**config.mk**
```make
export PLATFORM = sky130hd
export DESIGN_NAME = fbdc_front
export DESIGN_NICKNAME = d
export VERILOG_FILES = /design/src/sv/fbdc_pkg.sv /design/src/sv/fbdc_front.sv
export SDC_FILE = /design/constraint.sdc
export NUM_CORES = 1
export LEC_CHECK = 0
export BUFFER_PORTS_ARGS = -buffer_cell sky130_fd_sc_hd__buf_4
export CORE_UTILIZATION = 47
export CTS_BUF_LIST = sky130_fd_sc_hd__clkbuf_4 sky130_fd_sc_hd__clkbuf_8 sky130_fd_sc_hd__clkbuf_16
export CTS_CLUSTER_DIAMETER = 200
export CTS_CLUSTER_SIZE = 8
export DETAILED_ROUTE_END_ITERATION = 10
export PLACE_DENSITY = 0.87
export SYNTH_ARGS = -nofsm -noshare
export SYNTH_HDL_FRONTEND = slang
export SYNTH_SLANG_ARGS = --single-unit
```
**constraint.sdc**
```tcl
create_clock -name clk -period 5.65 [get_ports clk]
set_input_delay 0.565 -clock clk [delete_from_list [all_inputs] [get_ports clk]]
set_output_delay 0.565 -clock clk [all_outputs]
set_load 0.02 [all_outputs]
```
**src/sv/fbdc_pkg.sv**
```systemverilog
// fbdc_pkg: shared types and constants of the frame buffer writer
// no dependencies
`default_nettype none
package fbdc_pkg;

	localparam logic [1:0] OP_PIX565 = 2'd0;
	localparam logic [1:0] OP_PIX888 = 2'd1;
	localparam logic [1:0] OP_FLUSH  = 2'd2;
	localparam logic [1:0] OP_FADE   = 2'd3;

	localparam logic [1:0] REG_CLIP_LEFT   = 2'd0;
	localparam logic [1:0] REG_CLIP_TOP    = 2'd1;
	localparam logic [1:0] REG_CLIP_RIGHT  = 2'd2;
	localparam logic [1:0] REG_CLIP_BOTTOM = 2'd3;

	localparam logic [2:0] ST_WRITTEN     = 3'd0;
	localparam logic [2:0] ST_CLIPPED     = 3'd1;
	localparam logic [2:0] ST_TRANSPARENT = 3'd2;
	localparam logic [2:0] ST_UNCHANGED   = 3'd3;
	localparam logic [2:0] ST_TOO_DARK    = 3'd4;
	localparam logic [2:0] ST_FLUSH_RANGE = 3'd5;
	localparam logic [2:0] ST_FLUSH_EMPTY = 3'd6;
	localparam logic [2:0] ST_FADE_DONE   = 3'd7;

	localparam logic [7:0]  DARK_LIMIT = 8'd20;
	localparam logic [15:0] FADE_FLOOR = 16'h2108;
	localparam logic [6:0]  PCT_FULL   = 7'd100;
	// floor(n / 100) == (n * 5243) >> 19 for n < 6400
	localparam logic [12:0] RECIP_100  = 13'd5243;
	localparam int          RECIP_SH   = 19;

	localparam int IN_DATA_W  = 72;
	localparam int OUT_DATA_W = 16;

	typedef enum logic [1:0] {
		CMD_DROP,
		CMD_PIX,
		CMD_FLUSH,
		CMD_FADE
	} cmd_kind_t;

	typedef struct packed {
		cmd_kind_t  kind;
		logic [2:0] status;
		logic [7:0] col;
		logic [7:0] row;
		logic [15:0] value;
		logic [6:0] keep;
	} cmd_t;

	typedef struct packed {
		logic [7:0] left;
		logic [7:0] top;
		logic [7:0] right;
		logic [7:0] bottom;
	} clip_t;

endpackage
`default_nettype wire

```
**src/sv/fbdc_front.sv**
```systemverilog
// fbdc_front: clip registers and classification of incoming beats into commands
// depends on fbdc_pkg
`default_nettype none
module fbdc_front #(
	parameter int WIDTH  = 240,
	parameter int HEIGHT = 240
) (
	input  wire logic                           clk,
	input  wire logic                           arst_n,
	input  wire logic                           cfg_valid,
	input  wire logic [1:0]                     cfg_index,
	input  wire logic [7:0]                     cfg_data,
	input  wire logic [fbdc_pkg::IN_DATA_W-1:0] s_tdata,
	input  wire logic [1:0]                     s_tuser,
	output fbdc_pkg::cmd_t                      cmd,
	output fbdc_pkg::clip_t                     clip
);
	fbdc_pkg::clip_t clip_q;
	logic signed [11:0] pos_x, pos_y;
	logic [15:0] pixel_value;
	logic [7:0]  red, green, blue;
	logic [6:0]  fade_percent;
	logic [15:0] rgb565, value;
	logic        dark, clipped;
	logic signed [12:0] sx, sy;

	always_ff @(posedge clk or negedge arst_n) begin
		if (!arst_n) begin
			clip_q.left   <= '0;
			clip_q.top    <= '0;
			clip_q.right  <= 8'(WIDTH);
			clip_q.bottom <= 8'(HEIGHT);
		end else if (cfg_valid) begin
			unique case (cfg_index)
				fbdc_pkg::REG_CLIP_LEFT: clip_q.left <= cfg_data;
				fbdc_pkg::REG_CLIP_TOP: clip_q.top <= cfg_data;
				fbdc_pkg::REG_CLIP_RIGHT:
					clip_q.right <= (9'(cfg_data) > 9'(WIDTH)) ? 8'(WIDTH) : cfg_data;
				default: clip_q.bottom <= (9'(cfg_data) > 9'(HEIGHT)) ? 8'(HEIGHT) : cfg_data;
			endcase
		end
	end

	assign clip = clip_q;

	assign pos_x        = s_tdata[11:0];
	assign pos_y        = s_tdata[23:12];
	assign pixel_value  = s_tdata[39:24];
	assign red          = s_tdata[47:40];
	assign green        = s_tdata[55:48];
	assign blue         = s_tdata[63:56];
	assign fade_percent = s_tdata[70:64];

	assign sx = 13'(pos_x);
	assign sy = 13'(pos_y);
	assign rgb565 = {red[7:3], green[7:2], blue[7:3]};
	assign dark = (red < fbdc_pkg::DARK_LIMIT) && (green < fbdc_pkg::DARK_LIMIT)
		&& (blue < fbdc_pkg::DARK_LIMIT);
	assign value = (s_tuser == fbdc_pkg::OP_PIX888) ? {rgb565[7:0], rgb565[15:8]} : pixel_value;
	assign clipped = (sx < $signed({5'b0, clip_q.left})) || (sy < $signed({5'b0, clip_q.top}))
		|| (sx >= $signed({5'b0, clip_q.right})) || (sy >= $signed({5'b0, clip_q.bottom}));

	always_comb begin
		cmd.kind   = fbdc_pkg::CMD_DROP;
		cmd.status = fbdc_pkg::ST_WRITTEN;
		cmd.col    = 8'(WIDTH - 1) - pos_x[7:0];
		cmd.row    = pos_y[7:0];
		cmd.value  = value;
		cmd.keep   = (fade_percent > fbdc_pkg::PCT_FULL) ? 7'd0 : fbdc_pkg::PCT_FULL - fade_percent;
		unique case (s_tuser) inside
			fbdc_pkg::OP_PIX565, fbdc_pkg::OP_PIX888: begin
				if (s_tuser == fbdc_pkg::OP_PIX888 && dark)
					cmd.status = fbdc_pkg::ST_TOO_DARK;
				else if (clipped)
					cmd.status = fbdc_pkg::ST_CLIPPED;
				else if (value == 16'd0)
					cmd.status = fbdc_pkg::ST_TRANSPARENT;
				else
					cmd.kind = fbdc_pkg::CMD_PIX;
			end
			fbdc_pkg::OP_FLUSH: cmd.kind = fbdc_pkg::CMD_FLUSH;
			default: begin
				cmd.status = fbdc_pkg::ST_FADE_DONE;
				if (fade_percent != 7'd0)
					cmd.kind = fbdc_pkg::CMD_FADE;
			end
		endcase
	end
endmodule
`default_nettype wire

```
==> summary.txt <==
Status
  – Status: finished clean

STA
  – Fmax: 298 MHz
  – Worst Tran Pin Value: 497 ps
  – Final min period: 3360 ps
  – Tcrit/Tclk final: 59.4%
  – Final setup TNS: 0 ps
  – Hold Vio Cnt, Final: 0
  – Slew headroom: 66.8%
  – Clk_skew: 0 ps
  – Slew Limit Fails: 0
  – Unrepaired setup endpoints after global routing: false
  – Setup violators final: 0

Logic synthesis
  – Mapped cell area: 2620 sq um
  – Syn avg cell area: 9.02 sq um
  – Post-synthesis sequential area ratio: 31.0%
  – Top post-synthesis cells by count: inv_1 (39), mux2_2 (33), ha_1 (32), nand2_1 (27), o21ai_0 (27)
  – Most used DFF post-synth: dfrtp_1
  – Synth warnings: 0
  – Cell taking the most area after synthesis: dfrtp_1
  – Synthesized instance count: 290
  – Post-synth ARST share: 100%
  – Net Count, Synth: 409
  – Top-area cell type share of the netlist area: 23.0%
  – Most numerous cell in the Yosys netlist: inv_1
  – Synth area leaders: dfrtp_1 (23%), ha_1 (15%), mux2_2 (14%)
  – Post-synth EDFFs: 0
  – Count of different cell masters after synthesis: 40
  – Synthesized flop and latch total: 32

Floorplan
  – Die Y: 76.6 um
  – Initial Utilization: 50.0%
  – Die W: 76.6 um
  – # IOs: 163
  – Row count: 26
  – Die area: 5870 sq um
  – CORE AREA: 5240 sq um

Worst setup path
  – CP top delay family: compound AO/OA/AOI/OAI gates
  – CP Cell Sequence: inv_1 -> ha_1 -> or4_4 -> a2111oi_4 -> o41ai_1 -> a221oi_2 -> o21ai_1 -> a22o_1 -> buf_4
  – Critical Path Start Type: flip-flop
  – Critical path depth: 9
  – Reg2Reg Launch Point: clip[24]
  – CP Launch Point: clip[15]
  – Req. time, crit path: 5090 ps
  – RR Endpoint: clip[24]
  – Setup CP Type: reg -> out
  – CP bufs+invs: 2
  – Worst Setup EP: cmd[39]
  – Worst Path Max Fanout: 3
  – Critical path arrival: 2790 ps
  – Worst path max stage delay: 540 ps
  – R2R cell count: 1
  – FF-to-FF setup slack: 4860 ps
  – CP max-delay cell: dfstp_2
  – CP endpoint kind: output port

Clock tree
  – Post-CTS Resized: 0
  – CTS tree: yes
  – CTS HTree Levels: 2
  – Clk slew on worst S/H paths: 70 ps
  – CTS Buffer Depth: 2
  – Worst-Skew Late Latency: 280 ps
  – # hold bufs at CTS: 0
  – TritonCTS Sinks: 32
  – CTS buffer count: 5
  – Root buffer cell: clkbuf_8
  – Post-CTS Setup Repair Bufs: 0

Global routing
  – First-pass GRT wire length: 12.9 mm
  – Initial antenna violation count: 0
  – GR Overflow Total: 0
  – Total GRT Usage: 28.0%
  – Largest net degree at the start of global routing: 33
  – Vias in the first global route: 2763

Power and ir drop
  – Clock network fraction of design power: 20.8%
  – Sw frac: 37.0%
  – VDD IR max: 0.183 mV
  – PD cells: 240 nW/um^2
  – Sequential share of power: 33.3%
  – Int Pwr: 588 uW
  – Psw: 345 uW
  – Combinational Power Share: 46.0%
  – P_leak: 0.00198 uW

Layout
  – Largest register FFs: 32
  – Layout Utilization: 74.3%
  – Register area: 811 sq um
  – N_diodes: 0
  – # nets final: 559
  – Area Overhead vs Synth: 48.8%
  – Layout cells sized above 1: 47.4%
  – Fill cells: 405
  – Multi-input logic area: 1570 sq um

Drt
  – Via density: 5.43
  – Post-DRT Antenna Nets: 0
  – 1st-iter DRT viols: 63
  – Detailed Route WL: 8.09 mm
  – Vias: 2774
  – Wire per inst: 15.8 um
  – Remaining DRCs: 0
  – 1st-pass router iterations: 5

Place
  – Post-DP HPWL: 6.78 mm
  – Buffers on Ports: 155
  – GPL Wtd Cong: 0.841

Job
  – Max-Cap Viols: 0

Worst hold path
  – Hold Path Class: in -> async
cell usage in the layout, fill, tap and decap left out, types with 6 or more instances in the layout:
cell type,count
nor2_1,15
nand4_1,7
ha_1,32
clkbuf_8,6
buf_4,157
a211oi_1,6
nand3_1,6
mux2_2,33
dfstp_2,8
dfrtp_1,24
nand2_1,27
inv_1,39
o21ai_0,27
metal layers:
metal | vias up | GRT usage (%) | wire, um
met5 | - | 0 | 0
met4 | 0 | 9.81 | 165
met3 | 17 | 6.59 | 565
met2 | 128 | 54.6 | 4360
met1 | 1312 | 28.8 | 3000
li1 | 1317 | - | -
cell families (layout without fill, tap and decap cells):
logic type | Yosys count | in the layout | synth area share, %
compound gates | 56 | 56 | 13.9
xor+xnor | 5 | 5 | 1.67
fa+ha+maj | 32 | 32 | 15.3
buf+inv | 53 | 204 | 8.90
flops | 32 | 32 | 31.0
mux | 33 | 33 | 14.2
simple gates | 79 | 79 | 15.0
metrics by stage:
stage	instances	worst slack, ps	area (sq um)	total power [uW]	hold slack, ps
6_report	511	2290	3890	933	207
5_1_grt	511	2180	3890	990	232
4_1_cts	511	2270	3890	937	215
3_5_place_dp	503	2430	3800	742	515
3_3_place_gp	503	2450	3800	725	495
2_1_floorplan	290	2790	2620	541	269
worst min-delay path by stage:
stage | start | endpoint | depth (start not counted)
2_1_floorplan | arst_n | clip[0] | 0
3_3_place_gp | clip[8] | clip[8] | 2
3_5_place_dp | clip[11] | clip[11] | 2
4_1_cts | arst_n | clip[26] | 1
5_1_grt | arst_n | clip[25] | 1
6_report | arst_n | clip[25] | 1
area by class of cell:
cell class / count / share of cell area, %
inverter: 39 / 3.76
timing repair buffer: 157 / 30.3
clock buffer: 8 / 2.51
multi-input combinational: 205 / 40.4
tap: 70 / 2.25
sequential: 32 / 20.8
power by group through the flow:
stage / registers (uW) / logic, uW / clock network [uW]
final: 310 / 429 / 194
after global routing: 316 / 468 / 206
after floorplan: 360 / 181 / 0
after global placement: 313 / 413 / 0
after detailed placement: 314 / 428 / 0
after CTS: 310 / 430 / 197
No activity file was read; power rests on OpenSTA's default activity.
