===== src/sv/fbdc_pkg.sv =====
// fbdc_pkg: shared types and constants of the frame buffer writer
// no dependencies
`default_nettype none
package fbdc_pkg;

	localparam logic [1:0] OP_PIX565 = 2'd0;
	localparam logic [1:0] OP_PIX888 = 2'd1;
	localparam logic [1:0] OP_FLUSH  = 2'd2;
	localparam logic [1:0] OP_FADE   = 2'd3;

	localparam logic [1:0] REG_CLIP_LEFT   = 2'd0;
	localparam logic [1:0] REG_CLIP_TOP    = 2'd1;
	localparam logic [1:0] REG_CLIP_RIGHT  = 2'd2;
	localparam logic [1:0] REG_CLIP_BOTTOM = 2'd3;

	localparam logic [2:0] ST_WRITTEN     = 3'd0;
	localparam logic [2:0] ST_CLIPPED     = 3'd1;
	localparam logic [2:0] ST_TRANSPARENT = 3'd2;
	localparam logic [2:0] ST_UNCHANGED   = 3'd3;
	localparam logic [2:0] ST_TOO_DARK    = 3'd4;
	localparam logic [2:0] ST_FLUSH_RANGE = 3'd5;
	localparam logic [2:0] ST_FLUSH_EMPTY = 3'd6;
	localparam logic [2:0] ST_FADE_DONE   = 3'd7;

	localparam logic [7:0]  DARK_LIMIT = 8'd20;
	localparam logic [15:0] FADE_FLOOR = 16'h2108;
	localparam logic [6:0]  PCT_FULL   = 7'd100;
	// floor(n / 100) == (n * 5243) >> 19 for n < 6400
	localparam logic [12:0] RECIP_100  = 13'd5243;
	localparam int          RECIP_SH   = 19;

	localparam int IN_DATA_W  = 72;
	localparam int OUT_DATA_W = 16;

	typedef enum logic [1:0] {
		CMD_DROP,
		CMD_PIX,
		CMD_FLUSH,
		CMD_FADE
	} cmd_kind_t;

	typedef struct packed {
		cmd_kind_t  kind;
		logic [2:0] status;
		logic [7:0] col;
		logic [7:0] row;
		logic [15:0] value;
		logic [6:0] keep;
	} cmd_t;

	typedef struct packed {
		logic [7:0] left;
		logic [7:0] top;
		logic [7:0] right;
		logic [7:0] bottom;
	} clip_t;

endpackage
`default_nettype wire


===== src/sv/fbdc_queue.sv =====
// fbdc_queue: two-entry command queue between front and back
// depends on fbdc_pkg
`default_nettype none
module fbdc_queue (
	input  wire logic    clk,
	input  wire logic    arst_n,
	input  wire logic    push,
	input  fbdc_pkg::cmd_t push_cmd,
	output logic         full,
	input  wire logic    pop,
	output logic         not_empty,
	output fbdc_pkg::cmd_t head
);
	fbdc_pkg::cmd_t entry_q [2];
	logic wr_ptr_q, rd_ptr_q;
	logic [1:0] count_q;

	always_ff @(posedge clk or negedge arst_n) begin
		if (!arst_n) begin
			wr_ptr_q <= 1'b0;
			rd_ptr_q <= 1'b0;
			count_q  <= 2'd0;
		end else begin
			if (push)
				wr_ptr_q <= ~wr_ptr_q;
			if (pop)
				rd_ptr_q <= ~rd_ptr_q;
			count_q <= count_q + 2'(push) - 2'(pop);
		end
	end

	always_ff @(posedge clk) begin
		if (push)
			entry_q[wr_ptr_q] <= push_cmd;
	end

	assign full      = count_q == 2'd2;
	assign not_empty = count_q != 2'd0;
	assign head      = entry_q[rd_ptr_q];
endmodule
`default_nettype wire


===== config.mk =====
export PLATFORM = sky130hd
export DESIGN_NAME = fbdc_queue
export DESIGN_NICKNAME = d
export VERILOG_FILES = /design/src/sv/fbdc_pkg.sv /design/src/sv/fbdc_queue.sv
export SDC_FILE = /design/constraint.sdc
export NUM_CORES = 1
export LEC_CHECK = 0
export BUFFER_PORTS_ARGS = -buffer_cell sky130_fd_sc_hd__buf_4
export CORE_MARGIN = 2
export CORE_UTILIZATION = 50
export CTS_CLUSTER_SIZE = 24
export DETAILED_ROUTE_END_ITERATION = 10
export PLACE_DENSITY_LB_ADDON = 0.05
export SYNTH_ARGS = -nofsm -noshare
export SYNTH_HDL_FRONTEND = slang
export SYNTH_SLANG_ARGS = --single-unit

===== constraint.sdc =====
create_clock -name clk -period 5.43 [get_ports clk]
set_input_delay 1.086 -clock clk [delete_from_list [all_inputs] [get_ports clk]]
set_output_delay 1.086 -clock clk [all_outputs]
set_load 0.02 [all_outputs]

==> impl_metrics.json, run 1 <==
{
  "met2WireLength_um": 2899,
  "io_buffers": 93,
  "globalRouteOverflowTotal": 0,
  "final_nets": 303,
  "drtIter0Drc": 94,
  "slew_viol_final": 0,
  "wl_met1_um": 2094,
  "arrival_ns": 2.24,
  "final_area_um2": 4532,
  "required_ns": 4.34,
  "finalCriticalPeriod_ns": 3.322,
  "grt_pass1_wl_um": 8300,
  "core_um2": 6869,
  "synth_fp_nets": 202,
  "ctsRootBufferMaster": "clkbuf_8",
  "hold_violations": 0,
  "holdWs_ns": 0.5231,
  "finalClockSkew_ns": 0.007605,
  "p_total_uw": 2373,
  "p_sw_uw": 716.3,
  "die-area_um2": 7842,
  "die_y_um": 88.56,
  "max-cap-violations": 0,
  "clockBufferDepth": 2,
  "num_io_pins": 94,
  "row_count": 30,
  "setup_viol": 0,
  "placed_area_um2": 4327,
  "setup_slack_ns": 2.108,
  "synthAdderAreaFrac_pct": 0.7000,
  "setup.worst_path.end_class": "output pin",
  "fmax_mhz": 301.0,
  "powerDensity_nw_per_um2": 523.6,
  "wirelength_um": 5482,
  "pre_cts_slack_ns": 2.428,
  "vias": 1675,
  "synth_compound_area_share_pct": 0,
  "synth_top_family_by_area": "multiplexers",
  "cts_setup_buffers": 0,
  "ys_ff_latch": 92,
  "cts_made_buffers": 9,
  "h-tree-depth": 3,
  "ys.warnings.count": 0,
  "synthSimpleGateAreaFrac_pct": 0.7000,
  "status": "completed",
  "drc": 0,
  "antenna_found_initial": 0,
  "power.leakage_uw": 0.001837,
  "maxUsedRoutingLayer": "met4",
  "synthMuxAreaShare_pct": 17.96,
  "cts_tree": "built",
  "grt_pass1_vias": 1700,
  "start_util_pct": 52.04,
  "yosysUniqueCellTypes": 13,
  "areaGrowthSynthToFinish_pct": 26.78,
  "cts_hold_buf": 0,
  "start_kind": "register",
  "p_int_uw": 1657,
  "synthCells": 152,
  "final_antenna_net_count": 0,
  "cts_sinks": 92,
  "die_x_um": 88.56,
  "drt-wirelength-per-cell_um": 15.53,
  "rsz0062_at_grt": "false",
  "ys_seq_area_share_pct": 76.72,
  "r2r_slack_ns": 3.65,
  "routabilityCongestion": 0.6436,
  "clk_pin_slew_worst_paths_ns": 0.08,
  "drive_above_1_share_pct": 60.70,
  "clk_latency_ns": 0.34,
  "swShare_pct": 30.18,
  "antenna_cells": 0,
  "worstMarginPinSlew_ns": 1.056,
  "worstSetupPathType": "reg -> out",
  "min_period_over_period_pct": 61.17,
  "combPwrFrac_pct": 36.7,
  "p_seq_share_pct": 43.4,
  "clkPwrFrac_pct": 19.9,
  "synthXorXnorAreaFrac_pct": 1.155,
  "fillerInstances": 485,
  "grt_max_degree": 45,
  "grt_usage_pct": 14.94,
  "via_per_inst": 4.745,
  "relSlewSlack_pct": 29.59,
  "crit_fanout": 24,
  "drtPass1Iterations": 4,
  "syn_area_um2": 3575,
  "met3_length_um": 372,
  "hp-class": "in -> async",
  "ir_worst_vdd_uv": 256.2,
  "syn_avg_cell_area_um2": 23.52,
  "finalSetupTns_ns": 0,
  "cts_resized": 0
}
metrics by stage:
step / cells / utilization [%]
after CTS: 353 / 65.97
after global routing: 353 / 65.97
after detailed placement: 338 / 62.99
final: 353 / 65.97
after floorplan: 152 / -
after global placement: 338 / 62.99
state kept, by name, indices dropped and copies added (netlist names):
| signal | cells |
|---|---|
| entry_q | 88 |
| count_q | 2 |
| rd_ptr_q | 1 |
| wr_ptr_q | 1 |
per-layer routing:
layer  vias to the layer above  track usage, %
met3                        10           4.478
met1                       818           17.83
met4                         0           8.264
met2                        59           24.40
li1                        788               -
met5                         -               0
path summary, 6_finish.rpt:
kind	start	to	cells past startpoint
hold reg to reg	wr_ptr_q$_DFFE_PN0P_	wr_ptr_q$_DFFE_PN0P_	1
setup reg to reg	wr_ptr_q$_DFFE_PN0P_	entry_q[0][31]$_DFFE_PP_	2
min in group clk	wr_ptr_q$_DFFE_PN0P_	wr_ptr_q$_DFFE_PN0P_	1
setup / recovery	rd_ptr_q$_DFFE_PN0P_	head[0]	3
hold / removal	arst_n	count_q[1]$_DFF_PN0_	1
max in group asynchronous	arst_n	rd_ptr_q$_DFFE_PN0P_	1
synthesized netlist by cell type (all sizes together):
library cell | count | share of area, %
edfxtp | 88 | 74
mux2 | 44 | 18
buf | 5 | 2.6
dfrtp | 4 | 2.8
ha | 2 | 0.70
inv | 2 | 0.21
nor2b | 2 | 0.35
xor2 | 2 | 0.49
and2 | 1 | 0.18
or2 | 1 | 0.18
xor3 | 1 | 0.66
worst max-delay path, cell delays in order (launching register included):
cell	delay, ns
dfrtp_2	0.83
buf_4	0.50
mux2_2	0.38
buf_4	0.15
power groups by stage:
stage	clock network, uW	logic (uW)	registers (uW)
2_1_floorplan	0	682	994
3_3_place_gp	0	882	1040
3_5_place_dp	0	885	1050
4_1_cts	482	887	1030
5_1_grt	512	930	1050
6_report	473	871	1030
layout make-up:
type	instances	area (um^2)	area share [%]
sequential	92	2744	60.55
clock inverter	5	77.57	1.712
inverter	2	7.507	0.1657
tap	96	120.1	2.650
multi-input combinational	53	742.0	16.37
timing repair buffer	95	713.2	15.74
clock buffer	10	127.6	2.816
placed cells by master (no fill, tap or decap), drive strengths merged:
cell	netlist	routed
inv	2	2
xor3	1	1
or2	1	1
clkbuf	0	10
dfrtp	4	4
buf	5	95
nor2b	2	2
xor2	2	2
ha	2	2
edfxtp	88	88
and2	1	1
bufinv	0	2
clkinv	0	3
mux2	44	44
cells by family after synthesis:
family | Yosys count
XOR/XNOR | 3
buffers and inverters | 7
multiplexers | 44
AND/OR/NAND/NOR | 4
adder cells (fa/ha/maj) | 2
flip-flops | 92
(Power assumes the default switching activity.)
==> run 2: changes to the inputs <==
--- a/config.mk
+++ b/config.mk
@@ -7,7 +7,7 @@
 export LEC_CHECK = 0
 export BUFFER_PORTS_ARGS = -buffer_cell sky130_fd_sc_hd__buf_4
 export CORE_MARGIN = 2
-export CORE_UTILIZATION = 50
+export CORE_UTILIZATION = 47
 export CTS_CLUSTER_SIZE = 24
 export DETAILED_ROUTE_END_ITERATION = 10
 export PLACE_DENSITY_LB_ADDON = 0.05
==> constraint.sdc (replaced) <==
create_clock -name clk -period 2.91 [get_ports clk]
set_input_delay 0.582 -clock clk [delete_from_list [all_inputs] [get_ports clk]]
set_output_delay 0.582 -clock clk [all_outputs]
set_load 0.02 [all_outputs]
==> run 2 against run 1 <==
Compared with the run above:
- combinational power increased by 96%
- worst setup slack got worse by 1.5 ns
- critical path depth unchanged
- power increased by 79%
- clock power increased by 42%
- cell count increased by 1.4%
- via count decreased by 0.30%
- register-to-register slack got worse by 2.2 ns
- die area increased by 6.1%
- hold slack got worse by 0.10 ns
- design area decreased by 0.11%
- critical path type unchanged
- largest cell class unchanged
- largest power group unchanged
==> impl_metrics.json, run 2 (same netlist as run 1, synthesis figures left out) <==
{
  "status": "completed",
  "clk_pin_slew_worst_paths_ns": 0.08,
  "ir_worst_vdd_uv": 518.5,
  "powerDensity_nw_per_um2": 938.8,
  "vias": 1670,
  "io_buffers": 93,
  "via_per_inst": 4.665,
  "relSlewSlack_pct": 70.50,
  "cp_top_family": "flip-flops",
  "setup_viol": 0,
  "routabilityCongestion": 0.6256,
  "final_common_cell": "buf_4",
  "antenna_cells": 0,
  "pre_cts_slack_ns": 0.8980,
  "p_sw_uw": 1312,
  "reg_top3": "entry_q (88), count_q (2)",
  "drive_above_1_share_pct": 60.62,
  "drtIter0Drc": 88,
  "areaGrowthSynthToFinish_pct": 26.64,
  "crit_fanout": 35,
  "row_count": 31,
  "setup_slack_ns": 0.5595,
  "slew_viol_final": 0,
  "worstSetupPathType": "reg -> out",
  "max-cap-violations": 0,
  "combPwrFrac_pct": 40.3,
  "cts_sinks": 92,
  "finalClockSkew_ns": 0.005554,
  "critPathBufInv": 2,
  "die_y_um": 91.21,
  "core_um2": 7292,
  "largest_register_ffs": 88,
  "rsz0062_at_grt": "false",
  "antenna_found_initial": 0,
  "grt_max_degree": 36,
  "final_cell_mix": "95 x buf_4, 88 x edfxtp_1, 39 x mux2_4",
  "grt_pass1_wl_um": 8217,
  "fmax_mhz": 425.4,
  "final_nets": 306,
  "setup.worst_path.end_class": "output pin",
  "swShare_pct": 30.86,
  "finalSetupTns_ns": 0,
  "power.leakage_uw": 0.001835,
  "clkPwrFrac_pct": 15.8,
  "die-area_um2": 8319,
  "top_register": "entry_q",
  "hp-class": "in -> reg",
  "drtPass1Iterations": 4,
  "ctsRootBufferMaster": "clkbuf_8",
  "start_kind": "register",
  "finalCriticalPeriod_ns": 2.351,
  "start_util_pct": 49.02,
  "required_ns": 2.33,
  "crit_path_cell_trace": "buf_12 > mux2_2 > buf_4",
  "grt_usage_pct": 13.26,
  "hold_violations": 0,
  "fin_util_pct": 62.08,
  "cts_setup_buffers": 0,
  "final_antenna_net_count": 0,
  "cp_slowest_cell": "dfrtp_2",
  "wirelength_um": 5275,
  "crit_path_max_incr_delay_ns": 0.57,
  "cts_tree": "built",
  "hpwlAfterDp_um": 3501,
  "globalRouteOverflowTotal": 0,
  "arrival_ns": 1.77,
  "num_io_pins": 94,
  "cts_resized": 0,
  "clockBufferDepth": 2,
  "h-tree-depth": 3,
  "p_int_uw": 2938,
  "die_x_um": 91.21,
  "holdWs_ns": 0.4190,
  "p_seq_share_pct": 43.9,
  "cts_made_buffers": 9,
  "worstMarginPinSlew_ns": 0.4416,
  "grt_pass1_vias": 1692,
  "min_period_over_period_pct": 80.77,
  "drc": 0,
  "clk_latency_ns": 0.34,
  "cts_hold_buf": 0,
  "drt-wirelength-per-cell_um": 14.73,
  "final_area_um2": 4527,
  "placed_area_um2": 4370
}
[run 2: cell count changes in the layout (fill, tap and decap cells not counted), sizes merged]
cell / before / now
buf: 95 / 97
bufinv: 2 / 0
clkinv: 3 / 4
dlygate4sd3: 0 / 1
[run 2: power by group through the flow]
| stage | Sequential, uW | Combinational [uW] | Clock [uW] |
|---|---|---|---|
| 3_5_place_dp | 1900 | 1740 | 0 |
| 3_3_place_gp | 1890 | 1740 | 0 |
| 5_1_grt | 1890 | 1810 | 765 |
| 6_report | 1870 | 1710 | 673 |
| 2_1_floorplan | 1850 | 1270 | 0 |
| 4_1_cts | 1870 | 1750 | 704 |
[run 2: routing by layer]
layer  share of wire [%]  vias up  track usage, %  routed length, um
li1                    -      796               -                  -
met1                  40      808           14.71               2091
met2                  51       59           22.35               2708
met3                 7.6        7           5.892                401
met4                 1.4        0           5.303                 74
met5                   0        -               0                  0
[run 2: area by class of cell]
class,count,area (um^2)
Clock buffer,10,127.6
Fill cell,576,2765
Sequential cell,92,2744
Multi-Input combinational cell,53,742.0
Tap cell,99,123.9
Clock inverter,4,18.77
Timing Repair Buffer,98,763.2
Inverter,2,7.507
[run 2: path summary, 6_finish.rpt]
| kind | startpoint | to | slack [ns] | cells after the start |
|---|---|---|---|---|
| max | rd_ptr_q$_DFFE_PN0P_ | head[3] | 0.56 | 3 |
| min | pop | rd_ptr_q$_DFFE_PN0P_ | 0.42 | 2 |
| max reg2reg | wr_ptr_q$_DFFE_PN0P_ | entry_q[1][17]$_DFFE_PP_ | 1.41 | 2 |
| min reg2reg | wr_ptr_q$_DFFE_PN0P_ | wr_ptr_q$_DFFE_PN0P_ | 0.54 | 1 |
| max in group asynchronous | arst_n | rd_ptr_q$_DFFE_PN0P_ | 2.23 | 2 |
| min in group asynchronous | arst_n | count_q[0]$_DFF_PN0_ | 0.57 | 2 |
[run 2: metrics by stage]
step | power [uW] | instances
2_1_floorplan | 3124 | 152
5_1_grt | 4469 | 358
3_5_place_dp | 3645 | 343
4_1_cts | 4321 | 357
3_3_place_gp | 3631 | 343
6_report | 4250 | 358
==> run 3: changes to the inputs <==
--- a/config.mk
+++ b/config.mk
@@ -5,9 +5,10 @@
 export SDC_FILE = /design/constraint.sdc
 export NUM_CORES = 1
 export LEC_CHECK = 0
+export ABC_AREA = 1
 export BUFFER_PORTS_ARGS = -buffer_cell sky130_fd_sc_hd__buf_4
 export CORE_MARGIN = 2
-export CORE_UTILIZATION = 47
+export CORE_UTILIZATION = 50
 export CTS_CLUSTER_SIZE = 24
 export DETAILED_ROUTE_END_ITERATION = 10
 export PLACE_DENSITY_LB_ADDON = 0.05
==> constraint.sdc (replaced) <==
create_clock -name clk -period 2.2 [get_ports clk]
set_input_delay 0.44 -clock clk [delete_from_list [all_inputs] [get_ports clk]]
set_output_delay 0.44 -clock clk [all_outputs]
set_load 0.02 [all_outputs]
==> run 3 against run 2 <==
Compared with the run above:
- first-iteration DRC count rose by 45%
- die area fell by 7.8%
- highest routed layer unchanged
- largest power group unchanged
- combinational power up 33%
- cell count is 27% higher
- worst setup slack got worse by 0.28 ns
- largest cell class unchanged
- critical endpoint is now head[7]
==> impl_metrics.json, run 3 <==
{
  "slew_viol_final": 0,
  "drtIter0Drc": 128,
  "p_int_uw": 3834,
  "relSlewSlack_pct": 77.56,
  "synth_fp_nets": 305,
  "regArea_um2": 2744,
  "die-area_um2": 7674,
  "largest_register_ffs": 88,
  "crit_fanout": 20,
  "worstSetupPathType": "reg -> out",
  "max-cap-violations": 0,
  "status": "completed",
  "h-tree-depth": 3,
  "final_antenna_net_count": 0,
  "ir_worst_vdd_uv": 580.8,
  "num_io_pins": 94,
  "die_y_um": 87.60,
  "hold_violations": 0,
  "drive_above_1_share_pct": 33.61,
  "dp_cells": 440,
  "setup.worst_path.end_class": "output pin",
  "yosysTopAreaCellShare_pct": 75.62,
  "cts_sinks": 92,
  "powerDensity_nw_per_um2": 1290,
  "combPwrFrac_pct": 38.8,
  "fmax_mhz": 520.7,
  "io_buffers": 93,
  "syn_area_um2": 3495,
  "clockBufferDepth": 2,
  "grt_pass1_vias": 1889,
  "top_register": "entry_q",
  "grt_max_degree": 45,
  "hpwlAfterDp_um": 3829,
  "worstMarginPinSlew_ns": 0.3366,
  "final_nets": 406,
  "p_sw_uw": 2018,
  "finalCriticalPeriod_ns": 1.921,
  "power.leakage_uw": 0.001950,
  "finalSetupTns_ns": 0,
  "drc": 0,
  "swShare_pct": 34.48,
  "synthCells": 255,
  "ys_top_cells_by_area": "edfxtp_1 76%, inv_1 5.5%, nand2_1 5.5%",
  "clk_pin_slew_worst_paths_ns": 0.08,
  "start_util_pct": 51.44,
  "fillerInstances": 506,
  "clkPwrFrac_pct": 19.7,
  "finalNonFillerCells": 456,
  "cts_resized": 0,
  "clk_latency_ns": 0.34,
  "synth.largest_area_cell": "edfxtp_1",
  "hp-class": "in -> reg",
  "grt_usage_pct": 15.20,
  "p_seq_share_pct": 41.5,
  "vias": 2043,
  "start_kind": "register",
  "core_um2": 6794,
  "die_x_um": 87.60,
  "synthArstFlopShare_pct": 4.348,
  "globalRouteOverflowTotal": 0,
  "finalClockSkew_ns": 0.005559,
  "row_count": 30,
  "synth_top_flop_cell": "edfxtp_1",
  "synth_edf_count": 88,
  "cts_made_buffers": 9,
  "ys.warnings.count": 0,
  "final_common_cell": "buf_4",
  "drtPass1Iterations": 4,
  "rsz0062_at_grt": "false",
  "wirelength_um": 5664,
  "areaGrowthSynthToFinish_pct": 29.79,
  "ctsRootBufferMaster": "clkbuf_8",
  "grt_pass1_wl_um": 8521,
  "ys_top_cells_by_count": "88 x edfxtp_1, 51 x inv_1, 51 x nand2_1",
  "min_period_over_period_pct": 87.30,
  "syn_avg_cell_area_um2": 13.70,
  "reg_top3": "entry_q (88), count_q (2)",
  "antenna_found_initial": 0,
  "final_cell_mix": "97 x buf_4, 88 x edfxtp_1, 51 x nand2_1",
  "required_ns": 1.76,
  "ys_seq_area_share_pct": 78.48,
  "arrival_ns": 1.48,
  "drt-wirelength-per-cell_um": 12.42,
  "synth.most_common_cell": "edfxtp_1",
  "yosysUniqueCellTypes": 14,
  "antenna_cells": 0,
  "multi_input_area_um2": 496.7,
  "routabilityCongestion": 0.7210,
  "setup_viol": 0,
  "ys_ff_latch": 92,
  "via_per_inst": 4.480,
  "cts_tree": "built"
}
==> run 3: cell count changes after synthesis, sizes merged, moves of 2 or more <==
cell / before / now
mux2: 44 / 0
nand2: 0 / 51
o21ai: 0 / 44
inv: 2 / 51
buf: 5 / 10
nor2: 0 / 2
nor2b: 2 / 0
==> run 3: cell type report <==
type                            instances  area share [%]
Multi-Input combinational cell        102           10.95
Clock buffer                           10           2.814
Timing Repair Buffer                  100           17.16
Tap cell                               96           2.648
Inverter                               51           4.221
Sequential cell                        92           60.50
Clock inverter                          5           1.710
==> run 3: path summary, 6_finish.rpt <==
path	to	slack [ns]	cells after the start	startpoint
setup / recovery	head[7]	0.28	3	rd_ptr_q$_DFFE_PN0P_
hold / removal	entry_q[0][0]$_DFFE_PP_	0.28	1	push_cmd[0]
setup reg to reg	entry_q[0][11]$_DFFE_PP_	0.98	2	wr_ptr_q$_DFFE_PN0P_
hold reg to reg	wr_ptr_q$_DFFE_PN0P_	0.55	1	wr_ptr_q$_DFFE_PN0P_
max in group asynchronous	rd_ptr_q$_DFFE_PN0P_	1.65	2	arst_n
min in group asynchronous	count_q[0]$_DFF_PN0_	0.43	2	arst_n
==> run 3: through the flow <==
step	power (uW)	utilization [%]	cell area (um^2)	setup slack, ns	hold WS [ns]
after floorplan	3823	-	3497	0.1798	0.1444
after global placement	4741	63.59	4320	0.6353	0.2460
after detailed placement	4776	63.59	4320	0.5993	0.2451
after CTS	5926	66.76	4536	0.2274	0.2648
after global routing	6178	66.76	4536	0.2118	0.2572
final	5852	66.76	4536	0.2794	0.2800
==> run 3: critical path: stages, from the launching register on <==
cell and delay, ns:
dfrtp_2 0.46, buf_4 0.22, o21ai_0 0.27, buf_4 0.20
==> run 3: cells by family after synthesis <==
kind of cell	count (synthesis)	share of synthesized area, %
buffers and inverters	61	7.519
adders and majority gates	2	0.7160
AOI/OAI and AO/OA	44	6.946
and+or+nand+nor	54	5.836
DFF	92	78.48
xor gates and xnor gates	2	0.5013
==> run 3: repair_timing <==
action / in CTS / in global routing
setup buffers: 0 / 0
endpoints found under the hold margin: 4 / 0
hold buffers: 1 / 0
==> run 3: routing by layer <==
metal	share of wire, %	vias up	GRT usage, %
met3	5.9	9	4.147
met2	49	60	25.55
met5	0	-	0
met1	43	925	18.12
met4	2.0	0	7.552
li1	-	1049	-
==> run 3: power groups by stage <==
stage | clock (uW) | sequential [uW] | combinational [uW]
floorplan | 0 | 2440 | 1380
global placement | 0 | 2460 | 2280
detailed placement | 0 | 2470 | 2300
CTS | 1180 | 2430 | 2310
global route | 1260 | 2460 | 2460
finish | 1150 | 2430 | 2270
